===== src/hdl/selq_pkg.sv =====
// Package for the shared/exclusive lock queue: depth, widths, opcodes,
// status codes and the queue entry type. No dependencies.
`timescale 1ns / 1ps
package selq_pkg;
  localparam int QUEUE_DEPTH = 16;
  localparam int IDX_W = $clog2(QUEUE_DEPTH);
  localparam int CNT_W = $clog2(QUEUE_DEPTH + 1);

  typedef enum logic [1:0] {
    OP_LOCK   = 2'd0,
    OP_UNLOCK = 2'd1,
    OP_SCAN   = 2'd2,
    OP_CLEAR  = 2'd3
  } op_t;

  localparam logic [3:0] ST_GRANTED     = 4'd0;
  localparam logic [3:0] ST_QUEUED      = 4'd1;
  localparam logic [3:0] ST_HELD        = 4'd2;
  localparam logic [3:0] ST_FULL        = 4'd3;
  localparam logic [3:0] ST_UNLOCKED    = 4'd4;
  localparam logic [3:0] ST_NOT_OWNER   = 4'd5;
  localparam logic [3:0] ST_NOT_FOUND   = 4'd6;
  localparam logic [3:0] ST_NEW_GRANT   = 4'd7;
  localparam logic [3:0] ST_SCAN_DONE   = 4'd8;
  localparam logic [3:0] ST_CLEARED     = 4'd9;

  typedef struct packed {
    logic [31:0] ref_w;
    logic [31:0] data_w;
    logic [31:0] extra_w;
    logic        shared;
    logic        granted;
  } entry_t;
endpackage


===== src/hdl/shared_exclusive_lock_queue.sv =====
// Shared/exclusive lock request queue, top level with its sequencer.
// Lock: one beat; a refused try-lock with notify also reports the owner.
// Unlock: searches from the head; on a match, later entries shift down one
// place to close the gap. Clear: empties the queue in one beat.
// Scan: walks from the head until the queue ends or a later entry and the one
// before it are not both shared; one beat per new grant plus a closing beat.
// Reset empties the queue at once; entry contents need no clearing.
// Depends on selq_pkg and selq_ram.
`timescale 1ns / 1ps
module shared_exclusive_lock_queue (
  input  logic        clk,
  input  logic        rst_n,
  input  logic        in_valid,
  output logic        in_stall,
  input  logic [1:0]  in_opcode,
  input  logic [31:0] in_requester_ref,
  input  logic [31:0] in_requester_data,
  input  logic        in_want_shared,
  input  logic        in_try_only,
  input  logic        in_notify_owner,
  input  logic [31:0] in_extra_word,
  output logic        out_valid,
  input  logic        out_stall,
  output logic [3:0]  out_status,
  output logic [31:0] out_peer_ref,
  output logic [31:0] out_peer_data,
  output logic [31:0] out_peer_extra,
  output logic        out_peer_shared,
  output logic        out_peer_valid,
  output logic        out_last_result
);
  localparam int IW = selq_pkg::IDX_W;
  localparam int CW = selq_pkg::CNT_W;
  localparam logic [CW-1:0] FULL_CNT = CW'(selq_pkg::QUEUE_DEPTH);

  typedef enum logic [8:0] {
    S_IDLE   = 9'b000000001,
    S_LREAD  = 9'b000000010,
    S_LDEC   = 9'b000000100,
    S_UREAD  = 9'b000001000,
    S_UCHK   = 9'b000010000,
    S_SHREAD = 9'b000100000,
    S_SHWR   = 9'b001000000,
    S_SREAD  = 9'b010000000,
    S_SCHK   = 9'b100000000
  } state_t;

  state_t state_r, state_nxt;
  logic [CW-1:0] count_r, count_nxt;
  logic [CW-1:0] idx_r, idx_nxt;
  logic [1:0] op_r;
  logic [31:0] ref_r, data_r, extra_r;
  logic shared_r, try_r, notify_r;
  logic prev_shared_r, prev_shared_nxt;

  logic ov_r, ov_nxt;
  logic [3:0] ost_r, ost_nxt;
  selq_pkg::entry_t ope_r, ope_nxt;
  logic opv_r, opv_nxt, olast_r, olast_nxt;

  logic wr_en;
  logic [IW-1:0] wr_addr, rd_addr;
  selq_pkg::entry_t wr_data, rd_data;

  logic out_free, accept;
  assign out_free = !ov_r || !out_stall;
  assign in_stall = (state_r != S_IDLE) || ov_r;
  assign accept = in_valid && !in_stall;

  selq_ram u_ram (
    .clk(clk), .wr_en(wr_en), .wr_addr(wr_addr), .wr_data(wr_data),
    .rd_addr(rd_addr), .rd_data(rd_data)
  );

  always_comb begin
    state_nxt = state_r;
    count_nxt = count_r;
    idx_nxt = idx_r;
    prev_shared_nxt = prev_shared_r;
    ov_nxt = ov_r && out_stall;
    ost_nxt = ost_r;
    ope_nxt = ope_r;
    opv_nxt = opv_r;
    olast_nxt = olast_r;
    wr_en = 1'b0;
    wr_addr = IW'(idx_r);
    wr_data = rd_data;
    rd_addr = IW'(idx_r);
    unique case (state_r)
      S_IDLE: begin
        if (accept) begin
          idx_nxt = '0;
          unique case (selq_pkg::op_t'(in_opcode))
            selq_pkg::OP_LOCK: begin
              state_nxt = S_LREAD;
            end
            selq_pkg::OP_UNLOCK: begin
              state_nxt = S_UREAD;
            end
            selq_pkg::OP_SCAN: begin
              state_nxt = S_SREAD;
              prev_shared_nxt = 1'b1;
            end
            default: begin
              count_nxt = '0;
              ov_nxt = 1'b1;
              ost_nxt = selq_pkg::ST_CLEARED;
              opv_nxt = 1'b0;
              olast_nxt = 1'b1;
            end
          endcase
        end
      end
      S_LREAD: begin
        rd_addr = (count_r == '0) ? '0 : IW'(count_r - 1'b1);
        state_nxt = S_LDEC;
      end
      S_LDEC: begin
        if (out_free) begin
          logic grant;
          grant = (count_r == '0) ||
                  (shared_r && rd_data.shared && rd_data.granted);
          state_nxt = S_IDLE;
          ov_nxt = 1'b1;
          opv_nxt = 1'b0;
          olast_nxt = 1'b1;
          if (try_r && !grant) begin
            ost_nxt = selq_pkg::ST_HELD;
            if (notify_r && count_r != '0) begin
              ov_nxt = 1'b0;
              state_nxt = S_UCHK;
            end
          end else if (count_r == FULL_CNT) begin
            ost_nxt = selq_pkg::ST_FULL;
          end else begin
            ost_nxt = grant ? selq_pkg::ST_GRANTED : selq_pkg::ST_QUEUED;
            wr_en = 1'b1;
            wr_addr = IW'(count_r);
            wr_data = '{ref_w: ref_r, data_w: data_r, extra_w: extra_r,
                        shared: shared_r, granted: grant};
            count_nxt = count_r + 1'b1;
          end
        end
      end
      S_UREAD: begin
        if (idx_r >= count_r) begin
          if (out_free) begin
            ov_nxt = 1'b1;
            ost_nxt = selq_pkg::ST_NOT_FOUND;
            opv_nxt = 1'b0;
            olast_nxt = 1'b1;
            state_nxt = S_IDLE;
          end
        end else begin
          state_nxt = S_UCHK;
        end
      end
      S_UCHK: begin
        if (op_r == selq_pkg::OP_LOCK) begin
          ope_nxt = rd_data;
          opv_nxt = 1'b1;
          ov_nxt = 1'b1;
          state_nxt = S_IDLE;
        end else if (rd_data.ref_w == ref_r && rd_data.data_w == data_r) begin
          if (out_free) begin
            ov_nxt = 1'b1;
            ost_nxt = rd_data.granted ? selq_pkg::ST_UNLOCKED
                                      : selq_pkg::ST_NOT_OWNER;
            ope_nxt = rd_data;
            opv_nxt = 1'b1;
            olast_nxt = 1'b1;
            count_nxt = count_r - 1'b1;
            state_nxt = S_SHREAD;
            if (idx_r + 1'b1 >= count_r) state_nxt = S_IDLE;
          end
        end else begin
          idx_nxt = idx_r + 1'b1;
          state_nxt = S_UREAD;
        end
      end
      S_SHREAD: begin
        rd_addr = IW'(idx_r + 1'b1);
        state_nxt = S_SHWR;
      end
      S_SHWR: begin
        wr_en = 1'b1;
        idx_nxt = idx_r + 1'b1;
        if (idx_r + 1'b1 >= count_r) state_nxt = S_IDLE;
        else state_nxt = S_SHREAD;
      end
      S_SREAD: begin
        if (idx_r >= count_r) begin
          if (out_free) begin
            ov_nxt = 1'b1;
            ost_nxt = selq_pkg::ST_SCAN_DONE;
            opv_nxt = 1'b0;
            olast_nxt = 1'b1;
            state_nxt = S_IDLE;
          end
        end else begin
          state_nxt = S_SCHK;
        end
      end
      S_SCHK: begin
        if (idx_r != '0 && !(prev_shared_r && rd_data.shared)) begin
          if (out_free) begin
            ov_nxt = 1'b1;
            ost_nxt = selq_pkg::ST_SCAN_DONE;
            opv_nxt = 1'b0;
            olast_nxt = 1'b1;
            state_nxt = S_IDLE;
          end
        end else if (out_free) begin
          prev_shared_nxt = rd_data.shared;
          if (!rd_data.granted) begin
            wr_en = 1'b1;
            wr_data.granted = 1'b1;
            ov_nxt = 1'b1;
            ost_nxt = selq_pkg::ST_NEW_GRANT;
            ope_nxt = rd_data;
            opv_nxt = 1'b1;
            olast_nxt = 1'b0;
          end
          idx_nxt = idx_r + 1'b1;
          state_nxt = S_SREAD;
        end
      end
      default: state_nxt = S_IDLE;
    endcase
  end

  always_ff @(posedge clk) begin
    if (!rst_n) begin
      state_r <= S_IDLE;
      count_r <= '0;
      ov_r <= 1'b0;
    end else begin
      state_r <= state_nxt;
      count_r <= count_nxt;
      ov_r <= ov_nxt;
    end
    idx_r <= idx_nxt;
    prev_shared_r <= prev_shared_nxt;
    ost_r <= ost_nxt;
    ope_r <= ope_nxt;
    opv_r <= opv_nxt;
    olast_r <= olast_nxt;
    if (accept) begin
      op_r <= in_opcode;
      ref_r <= in_requester_ref;
      data_r <= in_requester_data;
      extra_r <= in_extra_word;
      shared_r <= in_want_shared;
      try_r <= in_try_only;
      notify_r <= in_notify_owner;
    end
  end

  assign out_valid = ov_r;
  assign out_status = ost_r;
  assign out_peer_ref = opv_r ? ope_r.ref_w : '0;
  assign out_peer_data = opv_r ? ope_r.data_w : '0;
  assign out_peer_extra = opv_r ? ope_r.extra_w : '0;
  assign out_peer_shared = opv_r ? ope_r.shared : 1'b0;
  assign out_peer_valid = opv_r;
  assign out_last_result = olast_r;

  a_count_bound: assert property (@(posedge clk) disable iff (!rst_n)
    count_r <= FULL_CNT) else $error("queue count exceeds depth");
  a_no_accept_busy: assert property (@(posedge clk) disable iff (!rst_n)
    accept |-> state_r == S_IDLE && !ov_r) else $error("accept while busy");
  a_clear_empties: assert property (@(posedge clk) disable iff (!rst_n)
    accept && in_opcode == selq_pkg::OP_CLEAR |=> count_r == '0)
    else $error("clear did not empty queue");
endmodule


===== src/hdl/selq_ram.sv =====
// Single-port-write, single-port-read queue entry memory, registered read.
// Depends on selq_pkg for the entry type and depth.
`timescale 1ns / 1ps
module selq_ram (
  input  logic                   clk,
  input  logic                   wr_en,
  input  logic [selq_pkg::IDX_W-1:0] wr_addr,
  input  selq_pkg::entry_t       wr_data,
  input  logic [selq_pkg::IDX_W-1:0] rd_addr,
  output selq_pkg::entry_t       rd_data
);
  selq_pkg::entry_t mem [selq_pkg::QUEUE_DEPTH];

  always_ff @(posedge clk) begin
    if (wr_en) begin
      mem[wr_addr] <= wr_data;
    end
    rd_data <= mem[rd_addr];
  end
endmodule

===== config.mk =====
export PLATFORM = sky130hd
export DESIGN_NAME = shared_exclusive_lock_queue
export DESIGN_NICKNAME = d
export VERILOG_FILES = /design/src/hdl/selq_pkg.sv /design/src/hdl/shared_exclusive_lock_queue.sv /design/src/hdl/selq_ram.sv
export SDC_FILE = /design/constraint.sdc
export NUM_CORES = 2
export LEC_CHECK = 0
export BUFFER_PORTS_ARGS = -buffer_cell sky130_fd_sc_hd__buf_2
export CAP_MARGIN = 20
export CORE_UTILIZATION = 35
export CTS_BUF_LIST = sky130_fd_sc_hd__clkbuf_4 sky130_fd_sc_hd__clkbuf_8
export DETAILED_ROUTE_END_ITERATION = 8
export PLACE_DENSITY = 0.52
export SYNTH_ARGS = -nofsm -noshare
export SYNTH_HDL_FRONTEND = slang
export SYNTH_SLANG_ARGS = --single-unit

===== constraint.sdc =====
create_clock -name clk -period 15.2 [get_ports clk]
set_input_delay 3.04 -clock clk [delete_from_list [all_inputs] [get_ports clk]]
set_output_delay 3.04 -clock clk [all_outputs]
set_load 0.005 [all_outputs]

==> impl_metrics.tcl <==
set metrics [dict create \
    timing.critical_path.to_type "flop" \
    port-buffer-count 209 \
    synth_most_common_cell "edfxtp_1" \
    worst_setup_hold_path_clk_slew_ps 60 \
    die_w_um 456 \
    cts_sinks 1891 \
    multi_input_logic_area_sq_um 15600 \
    worstHoldPathType "flop to flop" \
    post-synth-top-area-fraction_pct 73.9 \
    areaGrowthSynthToFinish_pct 14.6 \
    synth.ff_latch_count 1891 \
    h-tree-depth 5 \
    viasPerCell 5.12 \
    seq_area_frac_synth_pct 77.1 \
    number_of_nets_still_failing_antenna_checks_after_routing 0 \
    hold_buffers 0 \
    cp_slowest_stage_delay_ps 870 \
    storage_cell_area_sq_um 55700 \
    comb_power_share_pct 17.3 \
    crit_type "input port to flop" \
    initial_drt_markers 3220 \
    postCtsSetupBuffers 0 \
    max_slew.worst_pin.slew_ps 1190 \
    placedCellCount 6924 \
    number_of_different_library_cells_in_the_post_synthesis_netlist 73 \
    switching_power_uw 4010 \
    cts_tree "yes" \
    power.static_leakage_uw 0.0289 \
    die_height_um 456 \
    arrival_time_worst_endpoint_ps 6940 \
    post_cts.resized_instances 0 \
    netlist_area_pre_place_sq_um 72200 \
    gp_congestion 0.801 \
    cp_max_fo 45 \
    drt_pass1_iterations 8 \
    layout.filler_cells 18603 \
    grt.overflow.total 0 \
    numCtsBuffers 324 \
    pwr-share-seq_pct 50.0 \
    layout.cells.non_filler 7498 \
    layout.nets 4689 \
    final_hold_viol_count 0 \
    ys_warn_count 0 \
    timing.critical_path.required_ps 15790 \
    critPathTopFamily "buffers and inverters" \
    max-slew-margin-rel_pct 20.5 \
    worst_hold_slack_ps 421 \
    worst_path_cell_chain "buf_2, and2_1, o41ai_2, and2_1, a22o_1, o21ai_1, nor2_4, buf_4, buf_4" \
    antenna_found_initial 6 \
    final_util_pct 40.4 \
    final.setup_skew_ps 79.8 \
    internal_power_uw 9870 \
    holdCritStartpoint "u_ram.rd_data[13]$_DFF_P_" \
    fraction_of_synthesis_flops_using_an_asynchronous_set_or_reset_pin_pct 0 \
    total_half_perimeter_wirelength_after_legalization_and_detailed_placement_mm 105 \
    route.vias.total 38386 \
    row_count 166 \
    fin_tns_setup_ps 0 \
    ys_top_cells_by_count "edfxtp_1 (1,778), mux2i_1 (781), o22ai_1 (394)" \
    cts-root-buf "clkbuf_8" \
    fmax_mhz 157 \
    first_global_vias 39085 \
    power.switching_fraction_pct 28.9 \
    min_tclk_post_route_ps 6350 \
    synth_flop_cell "edfxtp_1" \
    start_kind "input port" \
    starting_utilization_of_the_core_area_pct 35.3 \
    synth-edff-count 1778 \
    max-clock-path-buffers 4 \
    worstSetupStartpoint "out_stall" \
    cp_slowest_cell "buf_4" \
    mappedNetlistNets 4298 \
    global_route_wire_length_before_repair_mm 277 \
    syn-instance-count 4173 \
    cp_num_buf_inv 3 \
    postSynthAreaPerCell_sq_um 17.3 \
    share_clk_of_total_power_pct 32.7 \
    drt_drc 0 \
    route.detailed.wl_per_inst_um 26.1 \
    clkLatencyLatePin_ps 1050 \
    report.final.slew_viol_count 0 \
    min_period_over_period_pct 41.8 \
    ratio_of_cells_with_drive_above_1_in_the_final_layout_pct 17.8 \
    wirelength_mm 196 \
    outcome "finished, final reports clean" \
    power-per-cell-area_nw_per_um2 168 \
    pin_count 210 \
    pin_count_of_the_biggest_net_entering_global_routing 98 \
    die_area_sq_um 208000 \
    core_region_area_sq_um 205000 \
    maximum_vdd_ir_drop_v 0.000110 \
    dominant_cells_by_area_after_synthesis "edfxtp_1 (74%), mux2i_1 (11%), o22ai_1 (3.4%)" \
    drv_cap 0 \
    rsz0062_at_grt "false" \
    regToRegStartpoint "count_r[0]$_SDFFE_PN0P_" \
    synth_area_leader_cell "edfxtp_1" \
    timing.final.setup_violations 0 \
    grt_overall_usage_pct 18.5 \
]
==> layer usage <==
metal / global-route usage, % / share of wire, %
met5: 0 / 0.0041
met4: 7.21 / 3.6
met3: 3.32 / 4.8
met2: 31.5 / 50
met1: 23.1 / 42
==> cells by family (layout without fill, tap and decap cells) <==
logic type	count (synthesis)	count (layout)	share of synthesized area, %
buffers and inverters	234	865	1.58
adder cells (fa/ha/maj)	20	20	0.346
XOR/XNOR	71	71	0.861
AND/OR/NAND/NOR	682	682	4.89
flip-flops	1891	1891	77.1
multiplexers	783	783	10.9
AO/OA/AOI/OAI	492	492	4.41
other	0	6	0
==> sequential cells by signal (all words and copies together), names as in the netlist, 4 cells and up <==
signal and flops:
state_r 9, extra_r 32, ref_r 32, out_status 4, u_ram.mem 1568, data_r 32
ope_r 97, idx_r 5, u_ram.rd_data 98, count_r 5
==> stage by stage <==
stage / total power [uW] / area [sq um] / setup WS (ps)
after floorplan: 8400 / 72200 / 4280
after global placement: 9430 / 76400 / 7810
after detailed placement: 9460 / 76400 / 7780
after CTS: 14000 / 82700 / 8720
after global routing: 14400 / 82800 / 8560
final: 13900 / 82800 / 8850
==> final timing paths <==
path	endpoint	slack (ps)	depth (start not counted)
max	u_ram.mem[15][8]$_DFFE_PP_	8850	9
min reg2reg	ope_r[13]$_DFFE_PP_	420	0
min	ope_r[13]$_DFFE_PP_	420	0
max reg2reg	u_ram.rd_data[52]$_DFF_P_	8890	12
==> final cells by class <==
class                      count  area share, %
multi-input combinational   2048           18.9
antenna                        6         0.0181
tap                         2688           4.06
sequential                  1891           67.2
timing repair buffer         283           2.03
inverter                      16         0.0786
clock inverter                75          0.534
clock buffer                 491           7.17
==> placed cells by master (no fill, tap or decap), types with 8 or more instances in the layout <==
cell type  synthesis  routed
inv_1             16      15
o22ai_1          394     394
buf_2             94     209
clkbuf_4           0     131
xor2_1            68      68
nor2_4             0      17
o21ai_0           14      14
nand2_1          310     310
ha_1              20      20
mux2i_1          781     781
and2_1           104     104
or4_1            100     100
nand2b_1           9       9
nand4_1           12      12
nor4_1            19      17
edfxtp_1        1778    1778
clkinv_2           0      21
dfxtp_1          113     113
clkbuf_8           0     360
clkinv_1           0      43
nor3_1            12      11
buf_4             13      68
a21oi_1           25      25
a211oi_1           8       8
nand3_1           18      18
nor2_1            57      40
==> power groups by stage <==
stage / logic, uW / clock network, uW / registers, uW
floorplan: 1580 / 0 / 6820
finish: 2400 / 4530 / 6940
global route: 2590 / 4860 / 6960
CTS: 2410 / 4640 / 6960
detailed placement: 2400 / 0 / 7060
global placement: 2370 / 0 / 7070
Power figures use the tool's default switching activity.
